===== config.mk =====
export PLATFORM = sky130hd
export DESIGN_NAME = sync_word_gain_frame_receiver_core_flat
export DESIGN_NICKNAME = d
export VERILOG_FILES = /design/src/hdl/swgfr_pkg.sv /design/src/hdl/swgfr_byte_if.sv /design/src/hdl/swgfr_gain_if.sv /design/src/hdl/sync_word_gain_frame_receiver_core.sv /design/src/hdl/swgfr_frame_track.sv /design/src/hdl/swgfr_gain_store.sv /design/src/flat_wrapper.sv
export SDC_FILE = /design/constraint.sdc
export NUM_CORES = 1
export LEC_CHECK = 0
export BUFFER_PORTS_ARGS = -buffer_cell sky130_fd_sc_hd__buf_2
export CORE_ASPECT_RATIO = 0.6
export CORE_MARGIN = 2
export CORE_UTILIZATION = 58
export CTS_BUF_LIST = sky130_fd_sc_hd__clkbuf_2 sky130_fd_sc_hd__clkbuf_4 sky130_fd_sc_hd__clkbuf_8
export CTS_CLUSTER_DIAMETER = 80
export DETAILED_ROUTE_END_ITERATION = 8
export PLACE_DENSITY = 0.81
export SETUP_SLACK_MARGIN = 0.5
export SLEW_MARGIN = 0
export SYNTH_ARGS = -nofsm -noshare
export SYNTH_HDL_FRONTEND = slang
export SYNTH_SLANG_ARGS = --single-unit

===== constraint.sdc =====
create_clock -name i_clk -period 8.9 [get_ports i_clk]
set_clock_uncertainty 0.05 [all_clocks]
set_input_delay 1.335 -clock i_clk [delete_from_list [all_inputs] [get_ports i_clk]]
set_output_delay 1.335 -clock i_clk [all_outputs]
set_load 0.05 [all_outputs]

===== src/hdl/swgfr_pkg.sv =====
// ----------------------------------------------------------------------------
// swgfr_pkg
// Shared types and constants for the sync-word gain frame receiver.
// ----------------------------------------------------------------------------
package swgfr_pkg;

    localparam int unsigned FRAME_LENGTH_DEF = 32;

    localparam int unsigned HDR_LEN     = 4;
    localparam int unsigned GAIN_FIRST  = 4;
    localparam int unsigned GAIN_COUNT  = 18;
    localparam int unsigned GAIN_FIELDS = 9;
    localparam int unsigned GAIN_IDX_W  = $clog2(GAIN_COUNT);

    // sync word, first byte on the wire first
    localparam logic [7:0] HEADER [HDR_LEN] = '{8'h8A, 8'h8B, 8'h1C, 8'hAE};

    typedef logic [15:0] t_gain_word;
    typedef logic [GAIN_FIELDS-1:0][15:0] t_gain_set;

    // frame tracker -> gain store / top
    typedef struct packed {
        logic                  wr_en;    // accepted byte is a gain byte
        logic [GAIN_IDX_W-1:0] wr_idx;   // gain byte slot
        logic                  at_last;  // next byte completes the frame
        logic                  done;     // accepted byte completes the frame
    } t_track;

endpackage


===== src/hdl/swgfr_byte_if.sv =====
// ----------------------------------------------------------------------------
// swgfr_byte_if
// Valid/ready channel carrying one received byte per item.
// ----------------------------------------------------------------------------
interface swgfr_byte_if;
    logic       valid;
    logic       ready;
    logic [7:0] rx_byte;

    modport source (output valid, output rx_byte, input ready);
    modport sink   (input valid, input rx_byte, output ready);
endinterface


===== src/hdl/swgfr_gain_if.sv =====
// ----------------------------------------------------------------------------
// swgfr_gain_if
// Valid/ready channel carrying the nine decoded gains per item.
// ----------------------------------------------------------------------------
interface swgfr_gain_if;
    logic        valid;
    logic        ready;
    logic [15:0] roll_kp;
    logic [15:0] roll_ki;
    logic [15:0] roll_kd;
    logic [15:0] pitch_kp;
    logic [15:0] pitch_ki;
    logic [15:0] pitch_kd;
    logic [15:0] yaw_kp;
    logic [15:0] yaw_ki;
    logic [15:0] yaw_kd;

    modport source (
        output valid,
        output roll_kp, output roll_ki, output roll_kd,
        output pitch_kp, output pitch_ki, output pitch_kd,
        output yaw_kp, output yaw_ki, output yaw_kd,
        input  ready
    );
    modport sink (
        input  valid,
        input  roll_kp, input roll_ki, input roll_kd,
        input  pitch_kp, input pitch_ki, input pitch_kd,
        input  yaw_kp, input yaw_ki, input yaw_kd,
        output ready
    );
endinterface


===== src/hdl/sync_word_gain_frame_receiver_core.sv =====
// The item that completes a frame shows its gains in the following cycle.
// Throughput: one byte item per cycle, save the stall below; the single frame
//   tracker and gain register file take each byte that is accepted.
// A frame-ending byte waits only while the previous result is still unread.
// Reset (i_rst_n, synchronous, active low) returns to header hunt and
//   empties the result register; captured gain bytes are not cleared.
// ----------------------------------------------------------------------------
// sync_word_gain_frame_receiver_core
// Hunts for the 8A 8B 1C AE sync word, captures frame bytes 4..21 and emits
// nine big-endian 16-bit roll/pitch/yaw P/I/D gains once per frame.
// ----------------------------------------------------------------------------
module sync_word_gain_frame_receiver_core #(
    parameter int unsigned FRAME_LENGTH = swgfr_pkg::FRAME_LENGTH_DEF
) (
    input  logic          i_clk,
    input  logic          i_rst_n,
    swgfr_byte_if.sink    i_byte,
    swgfr_gain_if.source  o_gain
);
    swgfr_pkg::t_track    trk;
    swgfr_pkg::t_gain_set gains;
    logic                 out_valid;
    logic                 accept;

    // Bytes that do not finish a frame flow in regardless of the output side;
    // only the frame-ending byte needs the result register free (or freeing).
    assign i_byte.ready = !(trk.at_last && out_valid && !o_gain.ready);
    assign accept       = i_byte.valid && i_byte.ready;

    swgfr_frame_track #(
        .FRAME_LENGTH (FRAME_LENGTH)
    ) u_track (
        .i_clk    (i_clk),
        .i_rst_n  (i_rst_n),
        .i_accept (accept),
        .i_byte   (i_byte.rx_byte),
        .o_track  (trk)
    );

    swgfr_gain_store u_store (
        .i_clk       (i_clk),
        .i_rst_n     (i_rst_n),
        .i_byte      (i_byte.rx_byte),
        .i_track     (trk),
        .i_out_ready (o_gain.ready),
        .o_out_valid (out_valid),
        .o_gains     (gains)
    );

    // field order: roll, pitch, yaw; each P, I, D
    assign o_gain.valid    = out_valid;
    assign o_gain.roll_kp  = gains[0];
    assign o_gain.roll_ki  = gains[1];
    assign o_gain.roll_kd  = gains[2];
    assign o_gain.pitch_kp = gains[3];
    assign o_gain.pitch_ki = gains[4];
    assign o_gain.pitch_kd = gains[5];
    assign o_gain.yaw_kp   = gains[6];
    assign o_gain.yaw_ki   = gains[7];
    assign o_gain.yaw_kd   = gains[8];

    // frame completion never overwrites an unread result
    a_no_overwrite: assert property (@(posedge i_clk) disable iff (!i_rst_n)
        trk.done |-> (!out_valid || o_gain.ready))
        else $error("frame completed over an unread result");

    // a completed frame yields a result next cycle
    a_done_to_valid: assert property (@(posedge i_clk) disable iff (!i_rst_n)
        trk.done |=> out_valid)
        else $error("completed frame produced no result");

    // a result only appears after a completed frame
    a_valid_from_done: assert property (@(posedge i_clk) disable iff (!i_rst_n)
        $rose(out_valid) |-> $past(trk.done))
        else $error("result appeared without a completed frame");

endmodule


===== src/hdl/swgfr_frame_track.sv =====
// ----------------------------------------------------------------------------
// swgfr_frame_track
// Header hunt and frame byte position counter.
// ----------------------------------------------------------------------------
module swgfr_frame_track #(
    parameter int unsigned FRAME_LENGTH = swgfr_pkg::FRAME_LENGTH_DEF
) (
    input  logic              i_clk,
    input  logic              i_rst_n,
    input  logic              i_accept,
    input  logic [7:0]        i_byte,
    output swgfr_pkg::t_track o_track
);
    localparam int unsigned POS_W = $clog2(FRAME_LENGTH);
    localparam logic [POS_W-1:0] LAST_POS  = POS_W'(FRAME_LENGTH - 1);
    localparam logic [POS_W-1:0] HDR_END   = POS_W'(swgfr_pkg::HDR_LEN);
    localparam logic [POS_W-1:0] GAIN_LO   = POS_W'(swgfr_pkg::GAIN_FIRST);
    localparam logic [POS_W-1:0] GAIN_END  =
        POS_W'(swgfr_pkg::GAIN_FIRST + swgfr_pkg::GAIN_COUNT);

    logic [POS_W-1:0] r_pos;
    logic [POS_W-1:0] n_pos;
    logic             in_hdr;
    logic             hdr_hit;
    logic [POS_W-1:0] gain_off;

    assign in_hdr   = (r_pos < HDR_END);
    assign hdr_hit  = (i_byte == swgfr_pkg::HEADER[r_pos[1:0]]);
    assign gain_off = r_pos - GAIN_LO;

    // next position; a header miss drops back to hunt without rechecking
    always_comb begin
        n_pos = r_pos;
        if (i_accept) begin
            if (in_hdr) begin
                n_pos = hdr_hit ? r_pos + POS_W'(1) : '0;
            end else if (r_pos == LAST_POS) begin
                n_pos = '0;
            end else begin
                n_pos = r_pos + POS_W'(1);
            end
        end
    end

    always_ff @(posedge i_clk) begin
        if (!i_rst_n) begin
            r_pos <= '0;
        end else begin
            r_pos <= n_pos;
        end
    end

    always_comb begin
        o_track.at_last = !in_hdr && (r_pos == LAST_POS);
        o_track.done    = i_accept && o_track.at_last;
        o_track.wr_en   = i_accept && !in_hdr && (r_pos < GAIN_END);
        o_track.wr_idx  = gain_off[swgfr_pkg::GAIN_IDX_W-1:0];
    end

endmodule


===== src/hdl/swgfr_gain_store.sv =====
// ----------------------------------------------------------------------------
// swgfr_gain_store
// Gain byte capture and result register.
// ----------------------------------------------------------------------------
module swgfr_gain_store (
    input  logic                 i_clk,
    input  logic                 i_rst_n,
    input  logic [7:0]           i_byte,
    input  swgfr_pkg::t_track    i_track,
    input  logic                 i_out_ready,
    output logic                 o_out_valid,
    output swgfr_pkg::t_gain_set o_gains
);
    logic [7:0]           r_gain [swgfr_pkg::GAIN_COUNT];
    logic [7:0]           n_gain [swgfr_pkg::GAIN_COUNT];
    swgfr_pkg::t_gain_set r_res;
    swgfr_pkg::t_gain_set n_res;
    logic                 r_valid;

    always_comb begin
        n_gain = r_gain;
        if (i_track.wr_en) begin
            n_gain[i_track.wr_idx] = i_byte;
        end
    end

    // big-endian pairs; built from n_gain so a gain byte that ends the frame lands
    always_comb begin
        for (int k = 0; k < swgfr_pkg::GAIN_FIELDS; k++) begin
            n_res[k] = {n_gain[2*k], n_gain[2*k+1]};
        end
    end

    always_ff @(posedge i_clk) begin
        r_gain <= n_gain;
        if (i_track.done) begin
            r_res <= n_res;
        end
    end

    always_ff @(posedge i_clk) begin
        if (!i_rst_n) begin
            r_valid <= 1'b0;
        end else if (i_track.done) begin
            r_valid <= 1'b1;
        end else if (i_out_ready) begin
            r_valid <= 1'b0;
        end
    end

    assign o_out_valid = r_valid;
    assign o_gains     = r_res;

endmodule


===== src/flat_wrapper.sv =====
// flat-port wrapper written by rule: the top's interface ports become plain ports
module sync_word_gain_frame_receiver_core_flat 
#(
    parameter int unsigned FRAME_LENGTH = swgfr_pkg::FRAME_LENGTH_DEF
)
  (i_clk, i_rst_n, i_byte_valid, i_byte_rx_byte, i_byte_ready, o_gain_valid, o_gain_roll_kp, o_gain_roll_ki, o_gain_roll_kd, o_gain_pitch_kp, o_gain_pitch_ki, o_gain_pitch_kd, o_gain_yaw_kp, o_gain_yaw_ki, o_gain_yaw_kd, o_gain_ready);
  swgfr_byte_if i_byte_i ();
  swgfr_gain_if o_gain_i ();
  input  logic i_clk;
  input  logic i_rst_n;
  input wire logic [$bits(i_byte_i.valid)-1:0] i_byte_valid;
  input wire logic [$bits(i_byte_i.rx_byte)-1:0] i_byte_rx_byte;
  output wire logic [$bits(i_byte_i.ready)-1:0] i_byte_ready;
  output wire logic [$bits(o_gain_i.valid)-1:0] o_gain_valid;
  output wire logic [$bits(o_gain_i.roll_kp)-1:0] o_gain_roll_kp;
  output wire logic [$bits(o_gain_i.roll_ki)-1:0] o_gain_roll_ki;
  output wire logic [$bits(o_gain_i.roll_kd)-1:0] o_gain_roll_kd;
  output wire logic [$bits(o_gain_i.pitch_kp)-1:0] o_gain_pitch_kp;
  output wire logic [$bits(o_gain_i.pitch_ki)-1:0] o_gain_pitch_ki;
  output wire logic [$bits(o_gain_i.pitch_kd)-1:0] o_gain_pitch_kd;
  output wire logic [$bits(o_gain_i.yaw_kp)-1:0] o_gain_yaw_kp;
  output wire logic [$bits(o_gain_i.yaw_ki)-1:0] o_gain_yaw_ki;
  output wire logic [$bits(o_gain_i.yaw_kd)-1:0] o_gain_yaw_kd;
  input wire logic [$bits(o_gain_i.ready)-1:0] o_gain_ready;
  assign i_byte_i.valid = i_byte_valid;
  assign i_byte_i.rx_byte = i_byte_rx_byte;
  assign i_byte_ready = i_byte_i.ready;
  assign o_gain_valid = o_gain_i.valid;
  assign o_gain_roll_kp = o_gain_i.roll_kp;
  assign o_gain_roll_ki = o_gain_i.roll_ki;
  assign o_gain_roll_kd = o_gain_i.roll_kd;
  assign o_gain_pitch_kp = o_gain_i.pitch_kp;
  assign o_gain_pitch_ki = o_gain_i.pitch_ki;
  assign o_gain_pitch_kd = o_gain_i.pitch_kd;
  assign o_gain_yaw_kp = o_gain_i.yaw_kp;
  assign o_gain_yaw_ki = o_gain_i.yaw_ki;
  assign o_gain_yaw_kd = o_gain_i.yaw_kd;
  assign o_gain_i.ready = o_gain_ready;
  sync_word_gain_frame_receiver_core #(.FRAME_LENGTH(FRAME_LENGTH)) u_core (.i_clk(i_clk), .i_rst_n(i_rst_n), .i_byte(i_byte_i), .o_gain(o_gain_i));
endmodule

==> Word level (Yosys, flattened, before mapping) <==
Index checks and enable logic that the tools add are counted.
{ "classes": {"n_eq_ne": 2, "magnitude_cmp": 5, "bitwise": 2, "n_mux": 12, "n_addsub": 2, "n_reduce_logical": 12} }
{ "ops": {"columns": ["operator", "count"], "rows": [
  ["bitwise mux 144 bit", 1],
  ["two-way mux 144 bit", 1],
  ["demux 8 bit (select 5 bit)", 1],
  ["two-way mux 8 bit", 3],
  ["binary-select mux 8 bit (select 2 bit)", 1],
  ["two-way mux 5 bit", 3],
  ["equality test 8 bit", 1],
  ["logical AND 1 bit", 8],
  ["greater-or-equal comparator 6 bit, second input constant", 1],
  ["< comparator 6 x 1 -> 1 bit, second input constant", 1],
  ["inverter 5 -> 6 bit", 1],
  ["adder 5 x 1 -> 5 bit, second input constant", 1],
  ["equality test 5 bit, second input constant", 1],
  ["< comparator 5 x 3 -> 1 bit, second input constant", 1],
  ["< comparator 5 bit, second input constant", 1],
  ["subtractor 5 x 3 -> 5 bit, second input constant", 1],
  ["greater-or-equal comparator 3 bit, second input constant", 1],
  ["logical NOT 1 bit", 3],
  ["inverter 2 -> 3 bit", 1],
  ["two-way mux 1 bit", 2],
  ["nonzero test 2 bit", 1]
]} }
{ "word_totals": {"reg_bits": 294, "in_bits": 12} }

==> Logic depth before layout (Yosys ltp) <==
Gate-level depths: netlist (run 1).
{ "logic_depth": {"ltp_word": 10, "depth_mapped": 11, "ltp_nobuf": 8} }

==> Hierarchy <==
A second synthesis (run 1) with hierarchy kept.
{ "unflattened": {"cells_unflattened": 537, "area_unflattened_um2": 9676.8} }
{ "modules_own_cells": {"columns": ["module", "cells_each", "instances", "area_each_um2"], "rows": [
  ["swgfr_gain_store", 475, 1, 9177.6],
  ["swgfr_frame_track", 60, 1, 473.0],
  ["sync_word_gain_frame_receiver_core", 2, 1, 26.3]
]} }

==> Worst setup path before layout (run 1) <==
No wires, ideal clock.
{ "synth_timing": {"path_type": "input-to-reg", "start": "input o_gain_ready", "end": "register u_core.u_store.r_res, in the netlist u_core.u_store.o_gains[0] (enable)", "slack_ps": 588, "t_required_ps": 8201, "setup_time_ps": 649, "path_stages": 3, "t_arrival_ps": 7612, "cell_sequence": "nand2b_1 > o31ai_4 > nor2_1"} }
{ "synth_lines": {"columns": ["item", "line", "source"], "rows": [
  ["from (decl)", "flat_wrapper.sv:24", "input wire logic [$bits(o_gain_i.ready)-1:0] o_gain_ready;"],
  ["to (signal assigned)", "swgfr_gain_store.sv:37", "r_res <= n_res;"],
  ["to (decl)", "swgfr_gain_store.sv:16", "swgfr_pkg::t_gain_set r_res;"]
]} }

==> Worst setup path in the final report (run 1) <==
{ "layout_timing": {"start": "register u_core.u_track.r_pos[1]", "end": "output i_byte_ready"} }
{ "layout_between": {"elab_chain_cells": 6, "word_cells_on_any_way": 7, "cone_classes": "1 x order compare; 1 x eq/ne; 5 x reduce/logical"} }
{ "layout_lines": {"columns": ["item", "line", "source"], "rows": [
  ["from (decl)", "swgfr_frame_track.sv:21", "logic [POS_W-1:0] r_pos;"],
  ["from (signal assigned)", "swgfr_frame_track.sv:49", "r_pos <= n_pos;"],
  ["< comparator 5 x 3 -> 1 bit", "swgfr_frame_track.sv:27", "assign in_hdr = (r_pos < HDR_END);"],
  ["logical NOT 1 bit", "swgfr_frame_track.sv:54", "o_track.at_last = !in_hdr && (r_pos == LAST_POS);"],
  ["logical AND 1 bit (*)", "swgfr_frame_track.sv:54", null],
  ["logical AND 1 bit (*) (2 in a row)", "sync_word_gain_frame_receiver_core.sv:27", "assign i_byte.ready = !(trk.at_last && out_valid && !o_gain.ready);"],
  ["logical NOT 1 bit (*)", "sync_word_gain_frame_receiver_core.sv:27", null],
  ["to (decl)", "flat_wrapper.sv:13", "output wire logic [$bits(i_byte_i.ready)-1:0] i_byte_ready;"]
]} }
Every way passes the cells marked *; elsewhere a longest branch is shown, timed or not.

==> results by group, run 1 <==
Outcome
  • Status: complete, no violations

Worst hold path
  • Hold Path Class: reg2reg

Detailed routing
  • Pre-antenna DRT Iters: 5
  • Routed length per instance: 19.8 um
  • WL final: 19.5 mm
  • Initial DRC count: 491
  • Vias per inst: 5.34
  • Detail Route Antenna Nets: 0
  • Vias: 5258
  • # DRC: 0

Layout
  • Cell Count, Final, Fillers Out: 985
  • Ant. Diodes: 0
  • Area added between synthesis and finish: 17.2%
  • Layout cells sized above 1: 50.5%
  • NumNets Final: 741

Logic synthesis
  • Async set or reset register ratio after synthesis: 0%
  • Synth Flop Type: dfxtp_1
  • Seq/Total Area, Yosys: 73.7%
  • Post-synth EDFFs: 144
  • Syn nets: 574
  • Synth top area share: 43.5%
  • Count leader, synth: dfxtp_1
  • Synth cell count leaders: 150 x dfxtp_1, 144 x edfxtp_1, 96 x mux2_2, 48 x mux2_4, 16 x clkbuf_1
  • Synth cell types: 37
  • Syn Std Cell Area: 9940 um2
  • Synth area leaders: edfxtp_1 44%, dfxtp_1 30%, mux2_2 11%
  • Yosys reg bits: 294
  • Yosys top cell by area: edfxtp_1
  • Syn. warnings: 0
  • Syn avg cell area: 17.9 um2
  • Syn Inst Count: 555

Timing
  • Slew HR: 33.2%
  • Measured slew at the worst slew-check pin: 1000 ps
  • Period utilisation layout: 45.3%
  • Setup TNS: 0 ps
  • Final setup fails: 0
  • Crit path time final: 4030 ps
  • Maximum clock frequency: 248 MHz
  • Final Hold Violating Endpoints: 0
  • RSZ-0062 raised after global routing: no
  • Final Max Tran Viols: 0

Die
  • Die width: 173 um
  • I/O pins: 158
  • Row count: 37
  • Die ar.: 18200 um2
  • Core Box Area: 16900 um2
  • Initial core utilization: 58.7%
  • Die outline height: 105 um

Setup path
  • Critical path endpoint category: primary output
  • Setup crit start kind: flop
  • Worst-path maximum fanout: 9
  • Setup CP Type: reg2out
  • WP data arrival: 2650 ps
  • CP required: 7520 ps

Power
  • LEAKAGE: 4.68 nW
  • Clock power share: 41.8%
  • Comb pwr share: 0.9%
  • Maximum VDD drop: 0.142 mV
  • Switching power: 486 uW
  • Register share of total power: 57.3%
  • Int Pwr: 1.97 mW
  • Sw frac: 19.8%
  • Pwr/cell area: 211 nW/um2

Global route
  • Vias in the first global route: 5164
  • Initial antenna violation count: 0
  • Pin count of the biggest net entering global routing: 75
  • First-pass GRT wire length: 29.7 mm
  • Global route total overflow: 0
  • Total GRT Usage: 21.2%

Clock network
  • Num CTS Buffers: 39
  • Clk_lat worst skew: 510 ps
  • CTS tree: built
  • Clk root buf: clkbuf_8
  • H-Tree Depth: 2
  • Post-CTS Setup Bufs: 0
  • Clock Tree Buf Depth: 3
  • Cts hold-fix bufs: 0
  • Clock-pin slew on the worst setup and hold paths: 70 ps
  • PostCTS Resize Cnt: 0
  • # clock sinks: 294

Placement
  • Hpwl dp: 12.0 mm
  • IO Port Bufs: 157
  • Cell count after placement: 915
  • GP Congestion: 0.768

Flow run
  • Maxcap violations: 0
-- per-stage QoR --
step	power (mW)	area [um2]	util [%]	hold WS (ps)	setup slack, ps
final	2.45	11700	68.8	419	4870
after global routing	2.53	11700	68.8	433	4740
after CTS	2.47	11700	68.8	421	4880
after detailed placement	1.46	10800	64.0	405	5340
after global placement	1.46	10800	64.0	402	5370
after floorplan	1.45	9940	-	395	588
-- placed cells by master (no fill, tap or decap), types with 2 or more instances in the layout --
cell        n
a21boi_0    2
a31oi_1     2
and3_1     13
buf_2     157
buf_4       3
clkbuf_4   14
clkbuf_8   46
clkinv_1    5
clkinv_2    3
dfxtp_1   150
edfxtp_1  144
ha_1        7
inv_1       6
mux2_2     96
mux2_4     48
nand2_1     7
nand3_1     6
nand3_4     4
nand4_1     2
nor2_1      5
nor2b_1     2
nor3_1      3
o21ai_0     4
o31ai_1     2
or3_1       2
xnor2_1     3
-- routing by layer --
| metal | vias to the layer above | wire, um | GRT usage [%] |
|---|---|---|---|
| li1 | 2356 | - | - |
| met1 | 2629 | 9270 | 32.1 |
| met2 | 245 | 8470 | 30.7 |
| met3 | 28 | 1540 | 5.84 |
| met4 | 0 | 254 | 4.72 |
| met5 | - | 0 | 0 |
-- sequential cells by signal, summed over array words and instances, names as in the netlist --
register and cells:
u_core.u_store.r_gain 144, u_core.u_track.r_pos 5, u_core.u_store.o_out_valid 1, u_core.u_store.o_gains 144
-- worst max-delay path, cell delays in order, from the launching register on --
cell	delay [ps]
dfxtp_1	490
ha_1	490
and2_1	200
ha_1	210
inv_1	130
or3_1	400
buf_2	220
-- cell type report --
cell class / instances / area, um2
Multi-Input combinational cell: 221 / 2390
Clock buffer: 60 / 738
Clock inverter: 10 / 71.3
Fill cell: 1141 / 5290
Timing Repair Buffer: 160 / 808
Tap cell: 234 / 293
Sequential cell: 294 / 7330
Inverter: 6 / 22.5
-- worst paths after layout --
kind                            slack, ps                         end                        from  cells after the start
worst max-delay path                 4870                i_byte_ready     u_core.u_track.r_pos[1]                      6
worst min-delay path                  420  u_core.u_store.r_gain[101]  u_core.u_store.r_gain[101]                      1
worst max register to register       5450  u_core.u_store.o_gains[61]     u_core.u_track.r_pos[1]                      9
worst min register to register        420  u_core.u_store.r_gain[101]  u_core.u_store.r_gain[101]                      1
-- power by group through the flow --
| stage | Combinational, mW | Clock, mW | Sequential, mW |
|---|---|---|---|
| after floorplan | 0.0114 | 0 | 1.44 |
| after global placement | 0.0220 | 0 | 1.44 |
| after detailed placement | 0.0226 | 0 | 1.44 |
| after CTS | 0.0228 | 1.04 | 1.41 |
| after global routing | 0.0242 | 1.11 | 1.40 |
| final | 0.0228 | 1.03 | 1.41 |
-- kinds of logic (layout without fill, tap and decap cells) --
group,count (synthesis),in the layout,share of synthesized area [%]
buf+inv,40,236,2.30
compound gates,13,13,1.03
mux,144,144,18.1
fa+ha+maj,7,7,0.881
xor+xnor,4,4,0.353
simple gates,53,53,3.59
flops,294,294,73.7
Power figures use the tool's default switching activity.
==> inputs of run 2 (changes only) <==
==> constraint.sdc (replaced) <==
create_clock -name i_clk -period 4 [get_ports i_clk]
set_clock_uncertainty 0.05 [all_clocks]
set_input_delay 0.6 -clock i_clk [delete_from_list [all_inputs] [get_ports i_clk]]
set_output_delay 0.6 -clock i_clk [all_outputs]
set_load 0.05 [all_outputs]
==> results by group, run 2 (same netlist as run 1, synthesis figures left out) <==
Detailed routing
  • Vias per inst: 5.11 (was 5.34)
  • Routed length per instance: 19.4 um (was 19.8 um)
  • Pre-antenna DRT Iters: 4 (was 5)
  • WL final: 19.2 mm (was 19.5 mm)
  • # DRC: 0 (unchanged)
  • Vias: 5055 (was 5258)
  • Detail Route Antenna Nets: 0 (unchanged)
  • Initial DRC count: 311 (was 491)

Die
  • I/O pins: 158 (unchanged)
  • Die ar.: 18200 um2 (unchanged)
  • Die width: 173 um (unchanged)
  • Row count: 37 (unchanged)
  • Initial core utilization: 58.7% (unchanged)
  • Die outline height: 105 um (unchanged)
  • Core Box Area: 16900 um2 (unchanged)

Global route
  • Pin count of the biggest net entering global routing: 66 (was 75)
  • First-pass GRT wire length: 29.4 mm (was 29.7 mm)
  • GRT busiest layer: met1 (unchanged)
  • Met3 usage: 6.85% (was 5.84%)
  • Grt met2 use: 30.4% (was 30.7%)
  • Total GRT Usage: 21.0% (was 21.2%)
  • Global route total overflow: 0 (unchanged)
  • GR Util met1: 30.9% (was 32.1%)
  • Vias in the first global route: 5162 (was 5164)
  • Initial antenna violation count: 2 (was 0)

Power
  • Register share of total power: 57.7% (was 57.3%)
  • Maximum VDD drop: 0.329 mV (was 0.142 mV)
  • Comb pwr share: 0.9% (about the same)
  • LEAKAGE: 4.68 nW (about the same)
  • Clock power share: 41.4% (was 41.8%)
  • Switching power: 1.07 mW (was 486 uW)
  • Int Pwr: 4.35 mW (was 1.97 mW)
  • Pwr/cell area: 463 nW/um2 (was 211 nW/um2)
  • Sw frac: 19.8% (about the same)

Timing
  • Crit path time final: 3200 ps
  • Final Hold Violating Endpoints: 0 (unchanged)
  • Period utilisation layout: 80.0%
  • Maximum clock frequency: 312 MHz
  • Setup TNS: 0 ps (unchanged)
  • RSZ-0062 raised after global routing: no (unchanged)
  • Slew HR: 42.0% (was 33.2%)
  • Final setup fails: 0 (unchanged)
  • Measured slew at the worst slew-check pin: 871 ps (was 1000 ps)
  • Final Max Tran Viols: 0 (unchanged)

Setup path
  • Critical path cell sequence: ha_1 -> and2_4 -> ha_4 -> inv_4 -> o31ai_4 -> a211oi_2 -> buf_4 -> and3_1 -> mux2_4 (was ha_1 -> and2_1 -> ha_1 -> inv_1 -> or3_1 -> buf_2)
  • CP required: 4210 ps (was 7520 ps)
  • Setup crit start kind: flop (unchanged)
  • WP data arrival: 3410 ps (was 2650 ps)
  • Worst-path maximum fanout: 11 (was 9)
  • Setup CP Type: reg2reg (was reg2out)
  • Crit path largest cell delay: 550 ps (was 490 ps)
  • Critical path endpoint category: flop (was primary output)
  • Crit-path slowest cell: and3_1 (was dfxtp_1)

Worst hold path
  • Hold Path Class: in2reg (was reg2reg)

Flow run
  • Maxcap violations: 0 (unchanged)

Layout
  • Layout cells sized above 1: 51.7% (was 50.5%)
  • Most frequent cells in the layout: 157 x buf_2, 148 x dfxtp_1, 144 x edfxtp_1 (was 157 x buf_2, 150 x dfxtp_1, 144 x edfxtp_1)
  • Area added between synthesis and finish: 17.7% (was 17.2%)
  • Cell Count, Final, Fillers Out: 989 (was 985)
  • Most common cell after layout, fill and taps aside: buf_2 (unchanged)
  • Post-route cell area: 11700 um2 (about the same)
  • NumNets Final: 743 (was 741)

Placement
  • IO Port Bufs: 157 (unchanged)
  • Cell count after placement: 916 (was 915)
  • Hpwl dp: 12.1 mm (was 12.0 mm)
  • Post-DP Area: 10900 um2 (was 10800 um2)
  • GP Congestion: 0.866 (was 0.768)

Clock network
  • Num CTS Buffers: 40 (was 39)
  • Clk root buf: clkbuf_8 (unchanged)
  • Clock-pin slew on the worst setup and hold paths: 80 ps (was 70 ps)
  • Clock Tree Buf Depth: 3 (unchanged)
  • # clock sinks: 294 (unchanged)
  • Clk_lat worst skew: 520 ps (was 510 ps)
  • Post-CTS Setup Bufs: 0 (unchanged)
  • Cts hold-fix bufs: 0 (unchanged)
  • CTS tree: built (unchanged)
  • H-Tree Depth: 2 (unchanged)
  • PostCTS Resize Cnt: 0 (unchanged)

Outcome
  • Status: complete, no violations (unchanged)
-- run 2: cell count changes in the layout (fill, tap and decap cells not counted), sizes merged --
cell / delta
diode: +2
buf: +1
clkinvlp: +1
clkbuf: +1
bufinv: -1
-- run 2: final timing paths --
kind / start / slack, ps / to / depth (start not counted)
hold reg to reg: u_core.u_store.r_gain[132] / 420 / u_core.u_store.r_gain[132] / 1
setup reg to reg: u_core.u_track.r_pos[2] / 800 / u_core.u_store.o_gains[61] / 9
hold / removal: i_rst_n / 380 / u_core.u_track.r_pos[4] / 3
setup / recovery: u_core.u_track.r_pos[2] / 800 / u_core.u_store.o_gains[61] / 9
-- run 2: layout make-up --
type                       instances  area [um2]
sequential                       294        7330
antenna                            2        5.00
tap                              234         293
inverter                           6        25.0
clock buffer                      61         758
timing repair buffer             161         816
clock inverter                    10        51.3
fill                            1186        5250
multi-input combinational        221        2420
-- run 2: per-stage QoR --
stage | total power, mW | setup WS [ps] | hold slack (ps) | util [%]
2_1_floorplan | 3.22 | 281 | 395 | -
3_3_place_gp | 3.24 | 956 | 401 | 64.2
3_5_place_dp | 3.24 | 847 | 405 | 64.2
4_1_cts | 5.49 | 825 | 344 | 69.0
5_1_grt | 5.59 | 637 | 366 | 69.0
6_report | 5.42 | 800 | 379 | 69.0
-- run 2: layer usage --
layer	wire, um	up-vias
met4	229	2
li1	-	2360
met2	8260	189
met1	9020	2471
met3	1680	33
met5	13	-
-- run 2: critical path, delay by kind of cell (launching register included) --
family | cells | cell delay, ps
adders and majority gates | 2 | 440
and+or+nand+nor | 2 | 720
buffers and inverters | 2 | 350
muxes | 1 | 360
AOI/OAI and AO/OA | 2 | 580
DFF | 1 | 440
-- run 2: power by group through the flow --
stage	Sequential (mW)	Combinational, mW	Clock (mW)
after CTS	3.13	0.0507	2.31
after global routing	3.12	0.0536	2.41
after floorplan	3.19	0.0256	0
after global placement	3.19	0.0486	0
final	3.13	0.0501	2.24
after detailed placement	3.19	0.0507	0
